### config.mk
export PLATFORM = sky130hd
export DESIGN_NAME = sliding_window_throughput_meter_flat
export DESIGN_NICKNAME = d
export VERILOG_FILES = /design/src/design/swtm_pkg.sv /design/src/design/swtm_in_if.sv /design/src/design/swtm_out_if.sv /design/src/design/sliding_window_throughput_meter.sv /design/src/design/swtm_ram.sv /design/src/design/swtm_div.sv /design/src/flat_wrapper.sv
export SDC_FILE = /design/constraint.sdc
export NUM_CORES = 2
export LEC_CHECK = 0
export BUFFER_PORTS_ARGS = -buffer_cell sky130_fd_sc_hd__buf_2
export CAP_MARGIN = 10
export CORE_ASPECT_RATIO = 1.25
export CORE_MARGIN = 3
export CORE_UTILIZATION = 40
export CTS_BUF_LIST = sky130_fd_sc_hd__clkbuf_8
export CTS_CLUSTER_DIAMETER = 100
export DETAILED_ROUTE_END_ITERATION = 6
export PLACE_DENSITY = 0.54
export SYNTH_ARGS = -nofsm -noshare
export SYNTH_HDL_FRONTEND = slang
export SYNTH_HIERARCHICAL = 1
export SYNTH_SLANG_ARGS = --single-unit
### constraint.sdc
create_clock -name clk -period 19.3 [get_ports clk]
set_input_delay 3.86 -clock clk [delete_from_list [all_inputs] [get_ports clk]]
set_output_delay 3.86 -clock clk [all_outputs]
set_load 0.05 [all_outputs]
### src/design/swtm_pkg.sv
// Shared constants, types and helpers of the sliding-window throughput meter.
package swtm_pkg;

    localparam int WINDOW      = 10;
    localparam int SLOT_W      = $clog2(WINDOW);
    localparam int COUNT_W     = $clog2(WINDOW + 1);
    localparam int TIME_W      = 32;
    localparam int BYTES_W     = 48;
    localparam int SUM_W       = BYTES_W + 2;
    localparam int GAP_W       = 16;
    localparam int RATE_W      = 32;
    localparam int HELD_W      = 4;
    localparam int KIND_W      = 3;
    localparam int PROD_W      = BYTES_W + 10;
    localparam int DIV_CNT_W   = $clog2(PROD_W + 1);
    localparam int CFG_INDEX_W = 1;
    localparam int CFG_DATA_W  = 16;

    localparam logic [GAP_W-1:0] MIN_GAP_RESET    = 16'd1000;
    localparam logic [GAP_W-1:0] WRAP_GUESS_RESET = 16'd10000;

    typedef logic [SLOT_W-1:0]  slot_t;
    typedef logic [COUNT_W-1:0] count_t;

    typedef enum logic [KIND_W-1:0] {
        KIND_ADD      = 3'd0,
        KIND_QUERY    = 3'd1,
        KIND_ROLLBACK = 3'd2,
        KIND_SUSPEND  = 3'd3,
        KIND_RESUME   = 3'd4
    } kind_t;

    typedef enum logic [CFG_INDEX_W-1:0] {
        REG_MIN_GAP    = 1'b0,
        REG_WRAP_GUESS = 1'b1
    } cfg_reg_t;

    typedef struct packed {
        logic [TIME_W-1:0]  stamp;
        logic [BYTES_W-1:0] total;
    } sample_t;

    typedef enum logic [3:0] {
        ST_IDLE,
        ST_APPLY,
        ST_CHECK,
        ST_RES_RD,
        ST_RES_WR,
        ST_RATE_RD,
        ST_RATE_CALC,
        ST_MUL,
        ST_DIV,
        ST_DONE
    } state_t;

    // Fold a slot sum below 2*WINDOW back into the ring.
    function automatic slot_t wrap_slot(input logic [SLOT_W:0] s);
        logic [SLOT_W:0] r;
        r = s;
        if (s >= (SLOT_W + 1)'(WINDOW))
        begin
            r = s - (SLOT_W + 1)'(WINDOW);
        end
        return r[SLOT_W-1:0];
    endfunction

endpackage

### src/design/swtm_in_if.sv
// Input channel: one command word per handshake.
interface swtm_in_if
    import swtm_pkg::*;
();
    logic                      valid;
    logic                      ready;
    logic [KIND_W-1:0]         kind;
    logic [TIME_W-1:0]         now_ms;
    logic signed [BYTES_W-1:0] byte_count;

    modport source (output valid, kind, now_ms, byte_count, input ready);
    modport sink   (input valid, kind, now_ms, byte_count, output ready);
endinterface

### src/design/swtm_out_if.sv
// Output channel: one rate report word per handshake.
interface swtm_out_if
    import swtm_pkg::*;
();
    logic               valid;
    logic               ready;
    logic [RATE_W-1:0]  rate;
    logic [BYTES_W-1:0] total_bytes;
    logic [HELD_W-1:0]  samples_held;
    logic               is_suspended;

    modport source (output valid, rate, total_bytes, samples_held, is_suspended, input ready);
    modport sink   (input valid, rate, total_bytes, samples_held, is_suspended, output ready);
endinterface

### src/design/sliding_window_throughput_meter.sv
// Sliding-window throughput meter: byte total, sample ring in RAM, rate report.
//
// Each command word (add, query, rollback, suspend, resume) yields one report word with
// the rate in bytes per second measured from the oldest held sample, the running byte
// total, the number of held samples and the suspend flag. Samples (timestamp and total)
// live in a small RAM ring read and written one entry per cycle. One word is processed
// at a time. With samples held and a nonzero span the rate comes from the bit-serial
// 58-step divider that forms bytes*1000/span; an add of a nonnegative count also checks
// the newest sample first. An empty window or a zero span skips the divider. A resume
// while suspended with samples held adds a timestamp read-modify-write sweep over them,
// and a stalled output holds the finished word in the done state until the output frees.
// A new word is taken while the previous report still waits on the output.
// Configuration writes are taken at any time and should land while idle.
module sliding_window_throughput_meter
    import swtm_pkg::*;
(
    input  logic                   clk,
    input  logic                   rst_n,
    input  logic                   cfg_we,
    input  logic [CFG_INDEX_W-1:0] cfg_index,
    input  logic [CFG_DATA_W-1:0]  cfg_data,
    swtm_in_if.sink                req,
    swtm_out_if.source             rsp
);
    state_t state_reg, state_next;

    // configuration
    logic [GAP_W-1:0] min_gap_reg, min_gap_next;
    logic [GAP_W-1:0] wrap_guess_reg, wrap_guess_next;

    // meter state
    slot_t             oldest_reg, oldest_next;
    count_t            count_reg, count_next;
    logic [BYTES_W-1:0] total_reg, total_next;
    logic              frozen_reg, frozen_next;
    logic [TIME_W-1:0] freeze_reg, freeze_next;

    // current word and working values
    kind_t                     kind_reg, kind_next;
    logic [TIME_W-1:0]         now_reg, now_next;
    logic signed [BYTES_W-1:0] cnt_reg, cnt_next;
    logic [TIME_W-1:0]         stopped_reg, stopped_next;
    count_t                    idx_reg, idx_next;
    logic [TIME_W-1:0]         span_reg, span_next;
    logic [BYTES_W-1:0]        bytes_reg, bytes_next;
    logic [RATE_W-1:0]         rate_reg, rate_next;

    // output holding register
    logic               out_valid_reg, out_valid_next;
    logic [RATE_W-1:0]  out_rate_reg, out_rate_next;
    logic [BYTES_W-1:0] out_total_reg, out_total_next;
    logic [HELD_W-1:0]  out_held_reg, out_held_next;
    logic               out_susp_reg, out_susp_next;

    // RAM port
    logic    mem_we;
    slot_t   mem_waddr;
    sample_t mem_wdata;
    slot_t   mem_raddr;
    sample_t mem_rdata;

    // divider
    logic              div_start;
    logic [PROD_W-1:0] product;
    logic [RATE_W-1:0] div_quotient;
    logic              div_done;

    logic               accept;
    logic               out_free;
    slot_t              newest_slot;
    slot_t              append_slot;
    slot_t              res_slot;
    slot_t              oldest_inc;
    logic signed [SUM_W-1:0] cnt_ext;
    logic signed [SUM_W-1:0] delta;
    logic signed [SUM_W-1:0] sum;
    logic [BYTES_W-1:0] sat_total;
    logic               take;
    logic [TIME_W-1:0]  meas_time;
    logic [PROD_W-1:0]  bytes_wide;
    logic [COUNT_W-1:0] idx_inc;

    assign accept   = req.valid && req.ready;
    assign out_free = !out_valid_reg || rsp.ready;
    assign idx_inc  = idx_reg + COUNT_W'(1);

    always_comb
    begin
        if (count_reg == '0)
        begin
            newest_slot = oldest_reg;
        end
        else
        begin
            newest_slot = wrap_slot((SLOT_W + 1)'(oldest_reg) + (SLOT_W + 1)'(count_reg)
                                    - (SLOT_W + 1)'(1));
        end
    end

    assign append_slot = wrap_slot((SLOT_W + 1)'(oldest_reg) + (SLOT_W + 1)'(count_reg));
    assign res_slot    = wrap_slot((SLOT_W + 1)'(oldest_reg) + (SLOT_W + 1)'(idx_reg));
    assign oldest_inc  = wrap_slot((SLOT_W + 1)'(oldest_reg) + (SLOT_W + 1)'(1));

    // signed delta on the total, saturating at zero and full scale
    assign cnt_ext = {{(SUM_W - BYTES_W){cnt_reg[BYTES_W-1]}}, cnt_reg};
    assign delta   = (kind_reg == KIND_ROLLBACK) ? -cnt_ext : cnt_ext;
    assign sum     = $signed({{(SUM_W - BYTES_W){1'b0}}, total_reg}) + delta;

    always_comb
    begin
        if (sum[SUM_W-1])
        begin
            sat_total = '0;
        end
        else if (sum[SUM_W-2:BYTES_W] != '0)
        begin
            sat_total = '1;
        end
        else
        begin
            sat_total = sum[BYTES_W-1:0];
        end
    end

    // record a sample on an empty window, a wrapped clock or a large enough gap
    assign take = (count_reg == '0)
               || (mem_rdata.stamp > now_reg)
               || ((now_reg - mem_rdata.stamp) >= {{(TIME_W - GAP_W){1'b0}}, min_gap_reg});

    assign meas_time = frozen_reg ? freeze_reg : now_reg;

    // bytes * 1000 = bytes * (1024 - 16 - 8)
    assign bytes_wide = PROD_W'(bytes_reg);
    assign product    = (bytes_wide << 10) - (bytes_wide << 4) - (bytes_wide << 3);

    // next state
    always_comb
    begin
        state_next = state_reg;
        case (state_reg)
            ST_IDLE:
            begin
                if (accept)
                begin
                    state_next = ST_APPLY;
                end
            end
            ST_APPLY:
            begin
                state_next = ST_RATE_RD;
                case (kind_reg)
                    KIND_ADD:
                    begin
                        if (!cnt_reg[BYTES_W-1])
                        begin
                            state_next = ST_CHECK;
                        end
                    end
                    KIND_RESUME:
                    begin
                        if (frozen_reg && count_reg != '0)
                        begin
                            state_next = ST_RES_RD;
                        end
                    end
                    default:
                    begin
                        state_next = ST_RATE_RD;
                    end
                endcase
            end
            ST_CHECK:
            begin
                state_next = ST_RATE_RD;
            end
            ST_RES_RD:
            begin
                state_next = ST_RES_WR;
            end
            ST_RES_WR:
            begin
                state_next = (idx_inc == count_reg) ? ST_RATE_RD : ST_RES_RD;
            end
            ST_RATE_RD:
            begin
                state_next = ST_RATE_CALC;
            end
            ST_RATE_CALC:
            begin
                state_next = (count_reg == '0) ? ST_DONE : ST_MUL;
            end
            ST_MUL:
            begin
                state_next = (span_reg == '0) ? ST_DONE : ST_DIV;
            end
            ST_DIV:
            begin
                if (div_done)
                begin
                    state_next = ST_DONE;
                end
            end
            ST_DONE:
            begin
                if (out_free)
                begin
                    state_next = ST_IDLE;
                end
            end
            default:
            begin
                state_next = ST_IDLE;
            end
        endcase
    end

    // datapath and outputs
    always_comb
    begin
        min_gap_next    = min_gap_reg;
        wrap_guess_next = wrap_guess_reg;
        oldest_next     = oldest_reg;
        count_next      = count_reg;
        total_next      = total_reg;
        frozen_next     = frozen_reg;
        freeze_next     = freeze_reg;
        kind_next       = kind_reg;
        now_next        = now_reg;
        cnt_next        = cnt_reg;
        stopped_next    = stopped_reg;
        idx_next        = idx_reg;
        span_next       = span_reg;
        bytes_next      = bytes_reg;
        rate_next       = rate_reg;
        out_valid_next  = out_valid_reg && !rsp.ready;
        out_rate_next   = out_rate_reg;
        out_total_next  = out_total_reg;
        out_held_next   = out_held_reg;
        out_susp_next   = out_susp_reg;
        mem_we          = 1'b0;
        mem_waddr       = append_slot;
        mem_wdata       = {now_reg, total_reg};
        mem_raddr       = oldest_reg;
        div_start       = 1'b0;
        req.ready       = (state_reg == ST_IDLE);

        if (cfg_we)
        begin
            case (cfg_reg_t'(cfg_index))
                REG_MIN_GAP:    min_gap_next    = cfg_data[GAP_W-1:0];
                REG_WRAP_GUESS: wrap_guess_next = cfg_data[GAP_W-1:0];
                default:        min_gap_next    = min_gap_reg;
            endcase
        end

        case (state_reg)
            ST_IDLE:
            begin
                if (accept)
                begin
                    kind_next = kind_t'(req.kind);
                    now_next  = req.now_ms;
                    cnt_next  = req.byte_count;
                end
            end
            ST_APPLY:
            begin
                // fetch the newest sample for the gap check
                mem_raddr = newest_slot;
                case (kind_reg)
                    KIND_ADD:
                    begin
                        total_next = sat_total;
                        if (cnt_reg[BYTES_W-1])
                        begin
                            count_next  = '0;
                            oldest_next = '0;
                        end
                    end
                    KIND_ROLLBACK:
                    begin
                        total_next  = sat_total;
                        count_next  = '0;
                        oldest_next = '0;
                    end
                    KIND_SUSPEND:
                    begin
                        if (!frozen_reg)
                        begin
                            frozen_next = 1'b1;
                            freeze_next = now_reg;
                        end
                    end
                    KIND_RESUME:
                    begin
                        if (frozen_reg)
                        begin
                            frozen_next  = 1'b0;
                            stopped_next = now_reg - freeze_reg;
                            idx_next     = '0;
                        end
                    end
                    default:
                    begin
                        total_next = total_reg;
                    end
                endcase
            end
            ST_CHECK:
            begin
                if (take)
                begin
                    mem_we = 1'b1;
                    if (count_reg < COUNT_W'(WINDOW))
                    begin
                        mem_waddr  = append_slot;
                        count_next = count_reg + COUNT_W'(1);
                    end
                    else
                    begin
                        // full ring: overwrite and drop the oldest
                        mem_waddr   = oldest_reg;
                        oldest_next = oldest_inc;
                    end
                end
            end
            ST_RES_RD:
            begin
                mem_raddr = res_slot;
            end
            ST_RES_WR:
            begin
                mem_we    = 1'b1;
                mem_waddr = res_slot;
                mem_wdata = {mem_rdata.stamp + stopped_reg, mem_rdata.total};
                idx_next  = idx_inc;
            end
            ST_RATE_RD:
            begin
                mem_raddr = oldest_reg;
            end
            ST_RATE_CALC:
            begin
                if (meas_time < mem_rdata.stamp)
                begin
                    span_next = {{(TIME_W - GAP_W){1'b0}}, wrap_guess_reg};
                end
                else
                begin
                    span_next = meas_time - mem_rdata.stamp;
                end
                bytes_next = (total_reg >= mem_rdata.total) ? total_reg - mem_rdata.total : '0;
                if (count_reg == '0)
                begin
                    rate_next = '0;
                end
            end
            ST_MUL:
            begin
                if (span_reg == '0)
                begin
                    rate_next = '0;
                end
                else
                begin
                    div_start = 1'b1;
                end
            end
            ST_DIV:
            begin
                if (div_done)
                begin
                    rate_next = div_quotient;
                end
            end
            ST_DONE:
            begin
                if (out_free)
                begin
                    out_valid_next = 1'b1;
                    out_rate_next  = rate_reg;
                    out_total_next = total_reg;
                    out_held_next  = HELD_W'(count_reg);
                    out_susp_next  = frozen_reg;
                end
            end
            default:
            begin
                mem_we = 1'b0;
            end
        endcase
    end

    always_ff @(posedge clk or negedge rst_n)
    begin
        if (!rst_n)
        begin
            state_reg      <= ST_IDLE;
            min_gap_reg    <= MIN_GAP_RESET;
            wrap_guess_reg <= WRAP_GUESS_RESET;
            oldest_reg     <= '0;
            count_reg      <= '0;
            total_reg      <= '0;
            frozen_reg     <= 1'b0;
            freeze_reg     <= '0;
            idx_reg        <= '0;
            out_valid_reg  <= 1'b0;
        end
        else
        begin
            state_reg      <= state_next;
            min_gap_reg    <= min_gap_next;
            wrap_guess_reg <= wrap_guess_next;
            oldest_reg     <= oldest_next;
            count_reg      <= count_next;
            total_reg      <= total_next;
            frozen_reg     <= frozen_next;
            freeze_reg     <= freeze_next;
            idx_reg        <= idx_next;
            out_valid_reg  <= out_valid_next;
        end
    end

    always_ff @(posedge clk)
    begin
        kind_reg      <= kind_next;
        now_reg       <= now_next;
        cnt_reg       <= cnt_next;
        stopped_reg   <= stopped_next;
        span_reg      <= span_next;
        bytes_reg     <= bytes_next;
        rate_reg      <= rate_next;
        out_rate_reg  <= out_rate_next;
        out_total_reg <= out_total_next;
        out_held_reg  <= out_held_next;
        out_susp_reg  <= out_susp_next;
    end

    assign rsp.valid        = out_valid_reg;
    assign rsp.rate         = out_rate_reg;
    assign rsp.total_bytes  = out_total_reg;
    assign rsp.samples_held = out_held_reg;
    assign rsp.is_suspended = out_susp_reg;

    swtm_ram #(
        .DEPTH (WINDOW),
        .WIDTH ($bits(sample_t))
    ) u_ram (
        .clk   (clk),
        .we    (mem_we),
        .waddr (mem_waddr),
        .wdata (mem_wdata),
        .raddr (mem_raddr),
        .rdata (mem_rdata)
    );

    swtm_div u_div (
        .clk      (clk),
        .rst_n    (rst_n),
        .start    (div_start),
        .dividend (product),
        .divisor  (span_reg),
        .quotient (div_quotient),
        .done     (div_done)
    );
endmodule

### src/design/swtm_ram.sv
// Generic simple dual-port RAM with registered read data.
module swtm_ram #(
    parameter int DEPTH = 16,
    parameter int WIDTH = 8
) (
    input  logic                     clk,
    input  logic                     we,
    input  logic [$clog2(DEPTH)-1:0] waddr,
    input  logic [WIDTH-1:0]         wdata,
    input  logic [$clog2(DEPTH)-1:0] raddr,
    output logic [WIDTH-1:0]         rdata
);
    logic [WIDTH-1:0] mem [DEPTH];

    always_ff @(posedge clk)
    begin
        if (we)
        begin
            mem[waddr] <= wdata;
        end
        rdata <= mem[raddr];
    end
endmodule

### src/design/swtm_div.sv
// Restoring divider, one quotient bit per cycle, low quotient bits returned.
module swtm_div
    import swtm_pkg::*;
(
    input  logic              clk,
    input  logic              rst_n,
    input  logic              start,
    input  logic [PROD_W-1:0] dividend,
    input  logic [TIME_W-1:0] divisor,
    output logic [RATE_W-1:0] quotient,
    output logic              done
);
    logic [TIME_W-1:0]    rem_reg, rem_next;
    logic [PROD_W-1:0]    quo_reg, quo_next;
    logic [TIME_W-1:0]    dvs_reg, dvs_next;
    logic [DIV_CNT_W-1:0] cnt_reg, cnt_next;
    logic                 busy_reg, busy_next;
    logic                 done_reg, done_next;
    logic [TIME_W:0]      trial;

    always_comb
    begin
        rem_next  = rem_reg;
        quo_next  = quo_reg;
        dvs_next  = dvs_reg;
        cnt_next  = cnt_reg;
        busy_next = busy_reg;
        done_next = 1'b0;
        trial     = {rem_reg, quo_reg[PROD_W-1]};
        if (start)
        begin
            rem_next  = '0;
            quo_next  = dividend;
            dvs_next  = divisor;
            cnt_next  = DIV_CNT_W'(PROD_W);
            busy_next = 1'b1;
        end
        else if (busy_reg)
        begin
            // shift in the next dividend bit, subtract when it fits
            if (trial >= {1'b0, dvs_reg})
            begin
                rem_next = TIME_W'(trial - {1'b0, dvs_reg});
                quo_next = {quo_reg[PROD_W-2:0], 1'b1};
            end
            else
            begin
                rem_next = trial[TIME_W-1:0];
                quo_next = {quo_reg[PROD_W-2:0], 1'b0};
            end
            cnt_next = cnt_reg - DIV_CNT_W'(1);
            if (cnt_reg == DIV_CNT_W'(1))
            begin
                busy_next = 1'b0;
                done_next = 1'b1;
            end
        end
    end

    always_ff @(posedge clk or negedge rst_n)
    begin
        if (!rst_n)
        begin
            cnt_reg  <= '0;
            busy_reg <= 1'b0;
            done_reg <= 1'b0;
        end
        else
        begin
            cnt_reg  <= cnt_next;
            busy_reg <= busy_next;
            done_reg <= done_next;
        end
    end

    always_ff @(posedge clk)
    begin
        rem_reg <= rem_next;
        quo_reg <= quo_next;
        dvs_reg <= dvs_next;
    end

    assign quotient = quo_reg[RATE_W-1:0];
    assign done     = done_reg;
endmodule

### src/flat_wrapper.sv
// flat-port wrapper written by rule: the top's interface ports become plain ports
module sliding_window_throughput_meter_flat import swtm_pkg::*;
  (clk, rst_n, cfg_we, cfg_index, cfg_data, req_valid, req_kind, req_now_ms, req_byte_count, req_ready, rsp_valid, rsp_rate, rsp_total_bytes, rsp_samples_held, rsp_is_suspended, rsp_ready);
  swtm_in_if req_i ();
  swtm_out_if rsp_i ();
  input  logic clk;
  input  logic rst_n;
  input  logic cfg_we;
  input  logic [CFG_INDEX_W-1:0] cfg_index;
  input  logic [CFG_DATA_W-1:0] cfg_data;
  input wire logic [$bits(req_i.valid)-1:0] req_valid;
  input wire logic [$bits(req_i.kind)-1:0] req_kind;
  input wire logic [$bits(req_i.now_ms)-1:0] req_now_ms;
  input wire logic [$bits(req_i.byte_count)-1:0] req_byte_count;
  output wire logic [$bits(req_i.ready)-1:0] req_ready;
  output wire logic [$bits(rsp_i.valid)-1:0] rsp_valid;
  output wire logic [$bits(rsp_i.rate)-1:0] rsp_rate;
  output wire logic [$bits(rsp_i.total_bytes)-1:0] rsp_total_bytes;
  output wire logic [$bits(rsp_i.samples_held)-1:0] rsp_samples_held;
  output wire logic [$bits(rsp_i.is_suspended)-1:0] rsp_is_suspended;
  input wire logic [$bits(rsp_i.ready)-1:0] rsp_ready;
  assign req_i.valid = req_valid;
  assign req_i.kind = req_kind;
  assign req_i.now_ms = req_now_ms;
  assign req_i.byte_count = req_byte_count;
  assign req_ready = req_i.ready;
  assign rsp_valid = rsp_i.valid;
  assign rsp_rate = rsp_i.rate;
  assign rsp_total_bytes = rsp_i.total_bytes;
  assign rsp_samples_held = rsp_i.samples_held;
  assign rsp_is_suspended = rsp_i.is_suspended;
  assign rsp_i.ready = rsp_ready;
  sliding_window_throughput_meter u_core (.clk(clk), .rst_n(rst_n), .cfg_we(cfg_we), .cfg_index(cfg_index), .cfg_data(cfg_data), .req(req_i), .rsp(rsp_i));
endmodule
==> metrics.yaml <==
run_status:
  run_status: "finished, final reports clean"
sta:
  min_period_ns: 7.45
  hold_violations: 0
  worstMarginPinSlew_ns: 1.29
  fin_crit_sh_pct: 38.6
  clock_skew_ns: 0.0679
  setup-tns-final_ns: 0
  whs_ns: 0.411
  rsz0062_at_grt: "no"
  clock.fmax_mhz: 134
  finalSetupViolations: 0
  relSlewSlack_pct: 14.1
  maxSlewViolCount: 0
setup_path:
  end_kind: "flip-flop"
  crit_family: "simple AND/OR/NAND/NOR gates"
  path_common_cell: "a21oi_1"
  cp_max_fo: 63
  r2r_setup_slack_ns: 11.85
  cp_slowest_cell: "buf_4"
  path_class: "flip-flop to flip-flop"
  arrival_ns: 8.00
  critPathRequiredTime_ns: 19.85
  slowest_delay_ns: 0.87
  critPathLaunchType: "flip-flop"
  cp_num_buf_inv: 2
power:
  leakage_nw: 31.8
  power_mw: 15.4
  ir_drop_v: 0.000139
  powerDensity_mw_per_mm2: 185
clock_tree:
  clockRootBuffer: "clkbuf_8"
  cts_setup_buffers: 0
  cts_tree: "built"
  postCtsHoldBufs: 0
  clk_latency_ns: 1.01
  clk_pin_slew_ns: 0.07
  cts_resized: 0
  cts_inserted_buffers: 231
  clockBufferDepth: 3
  htreeDepth: 4
  cts.sinks: 1452
floorplanning:
  initial_core_util_pct: 40.3
  die_x_microns: 393
  die_h_microns: 490
  rows: 177
  die_area_sq_mm: 0.193
  ioPinCount: 192
  core_area_sq_mm: 0.186
global_route:
  grt_antenna_before_repair: 16
  track_usage_pct: 20.2
  grt_max_degree: 151
  grt_first_pass_wirelength_mm: 300
  grt_pass1_vias: 48736
  grt-ovfl-total: 0
placement:
  gp_congestion: 0.882
  place_inst: 8662
  place_hpwl_mm: 137
  port_buffers: 191
yosys:
  synth_top_area_cell: "edfxtp_1"
  synth_ff_type: "edfxtp_1"
  seq_area_frac_synth_pct: 55.8
  async_flop_share_pct: 9.50
  syn_area_sq_mm: 0.0750
  synth.avg_cell_area_sq_um: 12.2
  yosysTopAreaCellShare_pct: 48.1
  synth-edff-count: 1202
  synth_seq_cells: 1452
  yosys_warnings: 6
  synth_area_leaders: "edfxtp_1 48%, ha_1 5.9%, mux2_2 5.7%"
  yosys.cell_types.count: 105
  synth_cells: 6137
final_layout:
  drive_gt1_share_pct: 17.7
  fillers: 17093
  stdcell_count: 9120
  fin_nets: 6916
  largest_reg_flops: 800
  fin_util_pct: 44.7
  syn2layout_area_growth_pct: 11.1
drt:
  wl_per_cell_microns: 21.7
  first_pass_iters: 6
  ant_nets: 0
  drc: 0
  wirelength_mm: 198
  vias_per_cell: 5.41
  first_iter_violations: 3536
  vias: 49340
run:
  drv_cap: 0
worst_hold_path:
  hp-class: "flip-flop to flip-flop"
## final cells by class
cell class | instances | area [sq um] | share of cell area (%)
Clock buffer | 249 | 3430 | 4.11
Sequential cell | 1452 | 41800 | 50.2
Antenna cell | 8 | 20.0 | 0.0240
Inverter | 317 | 1190 | 1.43
Multi-Input combinational cell | 4098 | 30700 | 36.8
Tap cell | 2506 | 3140 | 3.76
Clock inverter | 184 | 1200 | 1.44
Timing Repair Buffer | 306 | 1820 | 2.19
## logic make-up (layout without fill, tap and decap cells)
kind of cell / count (synthesis) / after routing / synth area share [%]
AO/OA/AOI/OAI: 1460 / 1460 / 12.9
adder cells (fa/ha/maj): 405 / 405 / 7.26
AND/OR/NAND/NOR: 1328 / 1328 / 8.29
buffers and inverters: 589 / 1056 / 3.61
other: 1 / 11 / 0.00500
multiplexers: 574 / 574 / 8.30
XOR/XNOR: 328 / 328 / 3.83
flip-flops: 1452 / 1452 / 55.8
## path summary, 6_finish.rpt
path / startpoint / to / depth (start not counted)
hold / removal: u_core/rate_reg[19]$_SDFFCE_PP0P_ / u_core/rsp.rate[19]$_DFFE_PP_ / 0
hold reg to reg: u_core/rate_reg[19]$_SDFFCE_PP0P_ / u_core/rsp.rate[19]$_DFFE_PP_ / 0
max in group asynchronous: rst_n / u_core/total_reg[44]$_DFFE_PN0P_ / 3
min in group asynchronous: rst_n / u_core/wrap_guess_reg[2]$_DFFE_PN0P_ / 1
setup / recovery: u_core/now_reg[0]$_DFFE_PP_ / u_core/u_ram/mem[1][60]$_DFFE_PP_ / 25
setup reg to reg: u_core/now_reg[0]$_DFFE_PP_ / u_core/u_ram/mem[1][60]$_DFFE_PP_ / 25
## power breakdown
group | total (mW) | switching [mW] | leakage [nW] | internal (mW)
registers | 4.92 | 0.374 | 13.7 | 4.55
clock network | 2.63 | 1.28 | 2.67 | 1.35
logic | 7.86 | 4.90 | 15.4 | 2.96
total | 15.4 | 6.56 | 31.8 | 8.86
## cell usage after synthesis (39+ instances only)
cell	n
o22ai_1	94
nand2b_1	56
xor2_1	130
dfxtp_1	112
o31ai_2	62
clkbuf_1	170
buf_4	41
o31ai_1	42
ha_1	355
o21ai_0	338
nand2_1	484
o21a_1	39
dfrtp_1	127
a21oi_1	345
fa_1	50
a211oi_1	44
xnor2_1	198
a31oi_1	44
nand4_1	39
and3_1	65
a21o_1	130
edfxtp_1	1202
mux2_2	378
nor2_1	344
nand3_1	71
mux2i_1	195
a22o_1	81
inv_1	316
nor2b_1	59
nor3_1	57
## metrics by stage
step / area (sq um) / setup WS [ns]
2_1_floorplan: 75000 / 8.72
3_3_place_gp: 78500 / 11.85
3_5_place_dp: 78500 / 11.90
4_1_cts: 83200 / 11.86
5_1_grt: 83300 / 11.52
6_report: 83300 / 11.85
## cells in the final DEF (no fill, tap or decap), types with 44 or more instances in the layout
master and n:
dfrtp_1 126, edfxtp_1 1202, nand2_1 482, o21ai_0 333, and3_1 64, a22o_1 81, nor2_1 333, mux2i_1 195
o31ai_2 63, o22ai_1 94, buf_4 93, a211oi_1 44, a21oi_1 345, a21o_1 129, nor3_1 53, fa_1 50
xnor2_1 197, nand3_1 70, dfxtp_1 112, buf_2 202, xor2_1 130, clkbuf_8 249, nand2b_1 55, mux2_2 378
nor2b_1 56, ha_1 355, inv_1 394
## layer usage
metal / up-vias / track usage [%] / wire length (microns)
li1: 23400 / - / -
met1: 24456 / 28.8 / 92600
met2: 1180 / 31.9 / 90900
met3: 296 / 3.13 / 9770
met4: 8 / 5.66 / 4870
met5: - / 0 / 48
Power figures use the tool's default switching activity.
